### config.mk
export PLATFORM = sky130hd
export DESIGN_NAME = aes_ctrl
export DESIGN_NICKNAME = d
export VERILOG_FILES = /design/src/rtl/aes_pkg.sv /design/src/rtl/aes_ctrl.sv
export VERILOG_INCLUDE_DIRS = /design/src /design/src/rtl
export SDC_FILE = /design/constraint.sdc
export NUM_CORES = 1
export LEC_CHECK = 0
export BUFFER_PORTS_ARGS = -buffer_cell sky130_fd_sc_hd__buf_2
export CELL_PAD_IN_SITES_DETAIL_PLACEMENT = 0
export CELL_PAD_IN_SITES_GLOBAL_PLACEMENT = 2
export CORE_ASPECT_RATIO = 1.1
export CORE_MARGIN = 3
export CORE_UTILIZATION = 34
export DETAILED_ROUTE_END_ITERATION = 12
export GPL_TIMING_DRIVEN = 1
export PLACE_DENSITY = 0.93
export SLEW_MARGIN = 40
export SYNTH_ARGS = -nofsm -noshare
export SYNTH_HDL_FRONTEND = slang
export SYNTH_SLANG_ARGS = --single-unit
### constraint.sdc
create_clock -name clk_i -period 3.7 [get_ports clk_i]
set_input_delay 0.555 -clock clk_i [delete_from_list [all_inputs] [get_ports clk_i]]
set_output_delay 0.555 -clock clk_i [all_outputs]
set_load 0.02 [all_outputs]
### src/rtl/aes_block_encrypt_decrypt_unit_assert.svh
// Assertion macros used by the cipher controller.
`ifndef AES_BLOCK_ENCRYPT_DECRYPT_UNIT_ASSERT_SVH
`define AES_BLOCK_ENCRYPT_DECRYPT_UNIT_ASSERT_SVH

// Same-cycle implication, sampled on clk_i, off during reset.
`define AES_ASSERT_IMP(lbl, ante, cons, msg) \
  lbl: assert property (@(posedge clk_i) disable iff (!rst_ni) (ante) |-> (cons)) \
    else $error(msg);

// Next-cycle implication, sampled on clk_i, off during reset.
`define AES_ASSERT_NXT(lbl, ante, cons, msg) \
  lbl: assert property (@(posedge clk_i) disable iff (!rst_ni) (ante) |=> (cons)) \
    else $error(msg);

`endif

### src/rtl/aes_pkg.sv
// Shared types, constants and GF(2^8) helpers for the AES cipher.
package aes_pkg;

  localparam int unsigned RND_W  = 4;  // round number, up to 14
  localparam int unsigned WIDX_W = 6;  // key schedule word index, up to 59
  localparam int unsigned CIDX_W = 3;  // configuration register index

  localparam logic [CIDX_W-1:0] CFG_KEY0 = 3'd0;
  localparam logic [CIDX_W-1:0] CFG_KEY1 = 3'd1;
  localparam logic [CIDX_W-1:0] CFG_KEY2 = 3'd2;
  localparam logic [CIDX_W-1:0] CFG_KEY3 = 3'd3;
  localparam logic [CIDX_W-1:0] CFG_KSZ  = 3'd4;

  localparam logic [1:0] KSZ_128 = 2'd0;
  localparam logic [1:0] KSZ_192 = 2'd1;
  localparam logic [1:0] KSZ_256 = 2'd2;

  // controller to datapath
  typedef struct packed {
    logic              load_in;   // latch the accepted request
    logic              key_init;  // restart the schedule generator
    logic              key_step;  // produce one schedule word
    logic [WIDX_W-1:0] key_idx;   // index of that word
    logic [RND_W-1:0]  nr;        // active round count
    logic              rd_en;     // read one round key row
    logic [RND_W-1:0]  rd_addr;
    logic              add0;      // initial key addition
    logic              round;     // one cipher round
    logic              last;      // final round, no column mix
    logic              out_load;  // move the result to the output register
  } aes_cmd_t;

  // datapath to controller
  typedef struct packed {
    logic [1:0] key_size;
    logic       cfg_wr;  // a listed register was written
  } aes_status_t;

  function automatic logic [7:0] xt(input logic [7:0] a);
    return {a[6:0], 1'b0} ^ (a[7] ? 8'h1b : 8'h00);
  endfunction

  function automatic logic [7:0] gf_mul(input logic [7:0] a, input logic [7:0] b);
    logic [7:0] p;
    logic [7:0] x;
    p = 8'h00;
    x = a;
    for (int i = 0; i < 8; i++) begin
      if (b[i]) p = p ^ x;
      x = xt(x);
    end
    return p;
  endfunction

  function automatic logic [7:0] rotl8(input logic [7:0] x, input int n);
    return (x << n) | (x >> (8 - n));
  endfunction

  // Forward S-box, worked out at elaboration.
  function automatic logic [255:0][7:0] build_sbox();
    logic [255:0][7:0] t;
    logic [7:0] base;
    logic [7:0] inv;
    for (int x = 0; x < 256; x++) begin
      base = x[7:0];
      inv  = 8'h01;
      for (int k = 0; k < 7; k++) begin
        base = gf_mul(base, base);
        inv  = gf_mul(inv, base);
      end
      if (x == 0) inv = 8'h00;
      t[x] = inv ^ rotl8(inv, 1) ^ rotl8(inv, 2) ^ rotl8(inv, 3) ^ rotl8(inv, 4) ^ 8'h63;
    end
    return t;
  endfunction

  localparam logic [255:0][7:0] SBOX = build_sbox();

  function automatic logic [255:0][7:0] build_inv_sbox();
    logic [255:0][7:0] t;
    for (int x = 0; x < 256; x++) t[SBOX[x]] = x[7:0];
    return t;
  endfunction

  localparam logic [255:0][7:0] INV_SBOX = build_inv_sbox();

  function automatic logic [31:0] sub_word(input logic [31:0] w);
    return {SBOX[w[31:24]], SBOX[w[23:16]], SBOX[w[15:8]], SBOX[w[7:0]]};
  endfunction

  function automatic logic [31:0] mix_col(input logic [31:0] w);
    logic [7:0] a0, a1, a2, a3;
    a0 = w[31:24]; a1 = w[23:16]; a2 = w[15:8]; a3 = w[7:0];
    return {xt(a0) ^ xt(a1) ^ a1 ^ a2 ^ a3,
            a0 ^ xt(a1) ^ xt(a2) ^ a2 ^ a3,
            a0 ^ a1 ^ xt(a2) ^ xt(a3) ^ a3,
            xt(a0) ^ a0 ^ a1 ^ a2 ^ xt(a3)};
  endfunction

  function automatic logic [31:0] inv_mix_col(input logic [31:0] w);
    logic [7:0] a [4];
    logic [7:0] m2 [4];
    logic [7:0] m4 [4];
    logic [7:0] m8 [4];
    logic [7:0] m9 [4];
    logic [7:0] mb [4];
    logic [7:0] md [4];
    logic [7:0] me [4];
    for (int i = 0; i < 4; i++) begin
      a[i]  = w[31-8*i -: 8];
      m2[i] = xt(a[i]);
      m4[i] = xt(m2[i]);
      m8[i] = xt(m4[i]);
      m9[i] = m8[i] ^ a[i];
      mb[i] = m8[i] ^ m2[i] ^ a[i];
      md[i] = m8[i] ^ m4[i] ^ a[i];
      me[i] = m8[i] ^ m4[i] ^ m2[i];
    end
    return {me[0] ^ mb[1] ^ md[2] ^ m9[3],
            m9[0] ^ me[1] ^ mb[2] ^ md[3],
            md[0] ^ m9[1] ^ me[2] ^ mb[3],
            mb[0] ^ md[1] ^ m9[2] ^ me[3]};
  endfunction

  // SubBytes then ShiftRows; byte 0 is the top byte.
  function automatic logic [127:0] sub_shift(input logic [127:0] s);
    logic [127:0] t;
    for (int c = 0; c < 4; c++) begin
      for (int r = 0; r < 4; r++) begin
        t[127-8*(4*c+r) -: 8] = SBOX[s[127-8*(4*((c+r)%4)+r) -: 8]];
      end
    end
    return t;
  endfunction

  // InvShiftRows then InvSubBytes.
  function automatic logic [127:0] inv_sub_shift(input logic [127:0] s);
    logic [127:0] t;
    for (int c = 0; c < 4; c++) begin
      for (int r = 0; r < 4; r++) begin
        t[127-8*(4*((c+r)%4)+r) -: 8] = INV_SBOX[s[127-8*(4*c+r) -: 8]];
      end
    end
    return t;
  endfunction

endpackage

### src/rtl/aes_ctrl.sv
// Controller: schedule expansion, round sequencing and handshakes.
module aes_ctrl #(
  parameter int unsigned ROUND_KEY_WORDS = 60
) (
  input  logic                 clk_i,
  input  logic                 rst_ni,
  input  logic                 in_valid_i,
  output logic                 in_stall_o,
  output logic                 out_valid_o,
  input  logic                 out_stall_i,
  output aes_pkg::aes_cmd_t    cmd_o,
  input  aes_pkg::aes_status_t status_i
);
  import aes_pkg::*;

  localparam logic [RND_W-1:0] MAX_NR = (ROUND_KEY_WORDS >= 60) ? 4'd14 :
                                        (ROUND_KEY_WORDS >= 52) ? 4'd12 : 4'd10;

  typedef enum logic [5:0] {
    ST_IDLE   = 6'b000001,
    ST_EXPAND = 6'b000010,
    ST_KEY0   = 6'b000100,
    ST_ADD0   = 6'b001000,
    ST_ROUND  = 6'b010000,
    ST_FINISH = 6'b100000
  } state_e;

  state_e            state_q, state_d;
  logic              ready_q, ready_d;
  logic [RND_W-1:0]  nr_q, nr_d;
  logic [RND_W-1:0]  rnd_q, rnd_d;
  logic [WIDX_W-1:0] idx_q, idx_d;
  logic              out_valid_q, out_valid_d;
  logic              accept;
  logic              out_free;
  logic [RND_W-1:0]  req_nr;
  logic              last_word;

  assign accept   = in_valid_i && (state_q == ST_IDLE);
  assign out_free = !out_valid_q || !out_stall_i;
  assign req_nr   = (status_i.key_size == KSZ_128) ? 4'd10 :
                    (status_i.key_size == KSZ_192 && MAX_NR >= 4'd12) ? 4'd12 : MAX_NR;
  assign last_word = idx_q == {nr_q, 2'b11};

  // Next state and commands
  always_comb begin
    state_d     = state_q;
    ready_d     = ready_q;
    nr_d        = nr_q;
    rnd_d       = rnd_q;
    idx_d       = idx_q;
    out_valid_d = out_valid_q && out_stall_i;
    cmd_o          = '0;
    cmd_o.nr       = nr_q;
    cmd_o.key_idx  = idx_q;
    cmd_o.last     = rnd_q == nr_q;
    case (state_q)
      ST_IDLE: begin
        if (accept) begin
          cmd_o.load_in = 1'b1;
          if (ready_q) begin
            state_d = ST_KEY0;
          end else begin
            cmd_o.key_init = 1'b1;
            nr_d    = req_nr;
            idx_d   = '0;
            state_d = ST_EXPAND;
          end
        end
      end
      ST_EXPAND: begin
        cmd_o.key_step = 1'b1;
        idx_d = idx_q + 1'b1;
        if (last_word) begin
          ready_d = 1'b1;
          state_d = ST_KEY0;
        end
      end
      ST_KEY0: begin
        cmd_o.rd_en   = 1'b1;
        cmd_o.rd_addr = '0;
        state_d = ST_ADD0;
      end
      ST_ADD0: begin
        cmd_o.add0    = 1'b1;
        cmd_o.rd_en   = 1'b1;
        cmd_o.rd_addr = 4'd1;
        rnd_d   = 4'd1;
        state_d = ST_ROUND;
      end
      ST_ROUND: begin
        cmd_o.round   = 1'b1;
        cmd_o.rd_en   = rnd_q != nr_q;
        cmd_o.rd_addr = rnd_q + 4'd1;
        rnd_d = rnd_q + 4'd1;
        if (rnd_q == nr_q) state_d = ST_FINISH;
      end
      ST_FINISH: begin
        if (out_free) begin
          cmd_o.out_load = 1'b1;
          out_valid_d    = 1'b1;
          state_d        = ST_IDLE;
        end
      end
      default: state_d = ST_IDLE;
    endcase
    // drop the schedule on any listed register write
    if (status_i.cfg_wr) ready_d = 1'b0;
  end

  always_ff @(posedge clk_i or negedge rst_ni) begin
    if (!rst_ni) begin
      state_q     <= ST_IDLE;
      ready_q     <= 1'b0;
      nr_q        <= 4'd10;
      rnd_q       <= '0;
      idx_q       <= '0;
      out_valid_q <= 1'b0;
    end else begin
      state_q     <= state_d;
      ready_q     <= ready_d;
      nr_q        <= nr_d;
      rnd_q       <= rnd_d;
      idx_q       <= idx_d;
      out_valid_q <= out_valid_d;
    end
  end

  assign in_stall_o  = state_q != ST_IDLE;
  assign out_valid_o = out_valid_q;

`include "aes_block_encrypt_decrypt_unit_assert.svh"

  `AES_ASSERT_IMP(a_word_in_range, cmd_o.key_step, idx_q <= {nr_q, 2'b11}, "schedule word past end")
  `AES_ASSERT_IMP(a_round_in_range, state_q == ST_ROUND, rnd_q >= 4'd1 && rnd_q <= nr_q, "round count out of range")
  `AES_ASSERT_IMP(a_no_overwrite, cmd_o.out_load, !(out_valid_q && out_stall_i), "result overwritten")
  `AES_ASSERT_NXT(a_expand_ready, state_q == ST_EXPAND && last_word && !status_i.cfg_wr, ready_q, "schedule not marked ready")

endmodule

==> After elaboration in Yosys (flattened, before gate mapping) <==
Cells that the tools add are included.
{ "classes": {"muxes": 26, "eq_ne": 16, "reduce_logical": 14, "bitwise": 1, "addsub": 2} }
{ "op_table": {"columns": ["op", "n"], "rows": [
  ["two-way mux 6 bit", 6],
  ["one-hot mux 6 bit (6 select lines)", 1],
  ["one-hot mux 5 bit (3 select lines)", 1],
  ["one-hot mux 6 bit (2 select lines)", 1],
  ["two-way mux 1 bit", 11],
  ["inequality test 2 bit (second input constant)", 5],
  ["one-hot mux 4 bit (2 select lines)", 1],
  ["nonzero test 2 bit", 4],
  ["adder 6 x 1 -> 6 bit (second input constant)", 1],
  ["== test 6 x 1 -> 1 bit (second input constant)", 1],
  ["== test 6 x 2 -> 1 bit (second input constant)", 1],
  ["== test 6 x 3 -> 1 bit (second input constant)", 1],
  ["== test 6 x 4 -> 1 bit (second input constant)", 1],
  ["== test 6 x 5 -> 1 bit (second input constant)", 1],
  ["== test 6 bit", 1],
  ["== test 6 bit (second input constant)", 1],
  ["two-way mux 2 bit", 3],
  ["two-way mux 3 bit", 2],
  ["inequality test 6 x 1 -> 1 bit (second input constant)", 1],
  ["AND reduction 3 bit", 2],
  ["adder 4 x 1 -> 4 bit (second input constant)", 1],
  ["== test 4 bit", 1],
  ["inequality test 4 bit", 1],
  ["AND reduction 4 bit", 1],
  ["7 further kinds", 9]
]} }
{ "word_totals": {"regBits": 22, "word_cells": 65, "in_bits": 7} }

==> Depth between registers and ports, before layout <==
{ "depth": {"word_depth": 4, "mapped_depth": 5, "depth_no_buf": 4} }

==> Worst setup path before layout <==
OpenSTA, ideal clock, no wires.
{ "synth_path": {"path_type": "register -> output", "from": "register nr_q[1]", "to": "output cmd_o[8] (netlist name)", "path_stages_with_launch": 4, "required_time_ns": 3.145, "slack_ns": 1.108, "t_arrival_ns": 2.037, "cell_sequence": "dfstp_2 xor2_1 nor4b_1 o211ai_1"} }
{ "synth_lines": {"columns": ["element", "line_no", "rtl"], "rows": [
  ["start: declaration", "aes_ctrl.sv:30", "logic [RND_W-1:0] nr_q, nr_d;"],
  ["start signal: assignment", "aes_ctrl.sv:122", "nr_q <= nr_d;"],
  ["end: declaration", "aes_ctrl.sv:11", "output aes_pkg::aes_cmd_t cmd_o,"]
]} }

==> results_dict.tcl <==
set metrics [dict create \
    yosys.cell_count.top_type "dfrtp_1" \
    worstPathCellList "xor2_1 -> nor4b_1 -> o211ai_1 -> buf_2" \
    cp_max_fo 4 \
    dpl.cell_count 183 \
    worstPathRequired_ns 3.14 \
    syn-instance-count 115 \
    yosysTopAreaCellShare_pct 37.9 \
    antenna_found_initial 0 \
    grt_overflow_total 0 \
    critPathMaxStageDelay_ns 0.61 \
    cts_root_buffer "clkbuf_4" \
    start_util_pct 37.0 \
    die_width_um 62.3 \
    diodes 0 \
    ys_types 39 \
    cts_htree_levels 1 \
    tritoncts "built" \
    fill_cells 321 \
    drive_gt1_share_pct 29.1 \
    synth_top_cell_by_area "dfrtp_1" \
    place_hpwl_um 1940 \
    post_cts_resized 0 \
    synth.area.top_cells "dfrtp_1 (38%), mux2i_1 (5.9%), dfstp_2 (4.4%), o21ai_0 (3.8%), o2bb2ai_1 (3.7%)" \
    clock_latency_ns 0.30 \
    drcViolationCount 0 \
    synth.top_cells.by_count "dfrtp_1 (18), o21ai_0 (9), mux2i_1 (7), nand2_1 (7)" \
    critPathKind "flop to output pin" \
    synth_seq_cells 20 \
    pin_count 31 \
    synth-async-reset-ratio_pct 100 \
    fin_crit_sh_pct 66.4 \
    setup_viol 0 \
    numPortBuffers 28 \
    hold_viol_final 0 \
    grt_start_max_net_pins 21 \
    irDropWorstVdd_v 0.000197 \
    power_density_nw_per_um2 528 \
    cp.arrival_ns 1.90 \
    end_kind "output pin" \
    synth_edf_count 0 \
    fmax_ghz 0.407 \
    relSlewSlack_pct 54.6 \
    final_nets 151 \
    status "finished clean" \
    drv_cap 0 \
    vias_per_cell 5.09 \
    num_vias 951 \
    synth_nets 124 \
    setup-tns-final_ns 0 \
    cts_setup_buffers 0 \
    cp_slowest_cell "nor4b_1" \
    tightest_slew_ns 0.672 \
    rows 21 \
    finalCriticalPeriod_ns 2.46 \
    avgSynthCellArea_um2 10.3 \
    regToRegStartpoint "state_q[0]$_DFFE_PN1P_" \
    drtPass1Iterations 4 \
    grtUsageTotal_pct 12.9 \
    rsz0062_at_grt "false" \
    final.setup_skew_ns 0.00454 \
    grt_pass1_wl_um 4350 \
    startpoint "nr_q[1]$_DFFE_PN1P_" \
    die_area_um2 4240 \
    postRouteAntennaNets 0 \
    startpoint_type "flop" \
    drt_iter0_drc 25 \
    fin_util_pct 43.2 \
    leakage_uw 0.000730 \
    cts.sinks 20 \
    postCtsHoldBufs 0 \
    fin_area_um2 1390 \
    cts_buffers 3 \
    die_h_um 68.0 \
    clkTransAtPathRegs_ns 0.12 \
    yosys_warnings 0 \
    ys_seq_area_share_pct 42.4 \
    critPathTopFamily "simple AND/OR/NAND/NOR gates" \
    core_area_um2 3210 \
    slew_viol_final 0 \
    area_delta_synth_final_pct 16.6 \
    crit_buf_inv 1 \
    syn_area_um2 1190 \
    wl_um 2520 \
    ys.flop_type "dfrtp_1" \
    routedWlPerCell_um 13.5 \
    grt_pass1_vias 918 \
    clockBufferDepth 2 \
    place_congestion 0.884 \
    dpl_cell_area_um2 1330 \
    final_cells 187 \
    holdCritPathClass "input port to async pin" \
]
[worst paths after layout]
path | depth (start not counted) | slack [ns] | end
max | 4 | 1.24 | cmd_o[8]
max in group asynchronous | 1 | 3.18 | nr_q[1]$_DFFE_PN1P_
min reg2reg | 1 | 0.52 | idx_q[5]$_DFFE_PN0P_
min | 1 | 0.18 | idx_q[2]$_DFFE_PN0P_
min in group clk_i | 2 | 0.42 | state_q[0]$_DFFE_PN1P_
max reg2reg | 3 | 2.01 | nr_q[1]$_DFFE_PN1P_
[kinds of logic after synthesis]
logic type	synth area share, %
and+or+nand+nor	23.8
AOI/OAI and AO/OA	13.2
DFF	42.4
buffers and inverters	6.32
muxes	7.17
xor gates and xnor gates	4.43
adders and majority gates	2.11
other	0.632
[final cells by class]
cell class              instances  area, um^2  area share [%]
clock buffers                   3        22.5            1.63
multi-input cells              83         609            44.0
inverters                       6        22.5            1.63
flip-flops and latches         20         503            36.3
repair buffers                 28         140            10.1
well taps                      46        57.6            4.16
clock inverters                 1        30.0            2.17
[registers in the layout, summed over array words and instances (netlist names)]
register     count
idx_q            6
rnd_q            4
ready_q          1
out_valid_o      1
state_q          6
nr_q             2
[placed cells by master (no fill, tap or decap), drive strengths merged]
cell	synthesis	routed
o211ai	1	1
dfrtp	18	18
a21oi	2	2
a21o	2	2
nand2b	3	3
nand3b	1	1
nor4b	1	1
nand2	7	7
and3	3	3
mux2	1	1
o21ai	9	9
nand3	6	6
o31ai	1	1
or4bb	1	1
o22ai	1	1
ha	2	2
buf	5	28
and4b	2	2
conb	2	2
or4	2	2
nor3	4	4
nor3b	2	2
o2bb2ai	5	5
xor2	5	5
nor2b	3	3
dfstp	2	2
clkbuf	1	3
nor2	5	5
inv	6	6
o311a	2	2
bufinv	0	1
mux2i	7	7
xnor2	1	1
nor4	2	2
[stage by stage]
step	total power, uW	setup WS (ns)	hold slack [ns]
3_3_place_gp	556	1.59	0.499
4_1_cts	740	1.18	0.191
3_5_place_dp	558	1.55	0.505
5_1_grt	779	0.974	0.198
6_report	731	1.24	0.177
2_1_floorplan	480	1.11	0.259
[power breakdown]
group          internal (uW)  switching [uW]
clock network            109            70.1
logic                    101             140
registers                258            52.2
[routing by layer]
metal  global-route usage [%]  share of wire (%)  up-vias
met5                        0                  0        -
met4                     4.96                1.4        0
met3                     2.13                4.8        4
met2                     21.9                 50       29
met1                     16.6                 44      455
li1                         -                  -      463
Power figures use the tool's default switching activity.
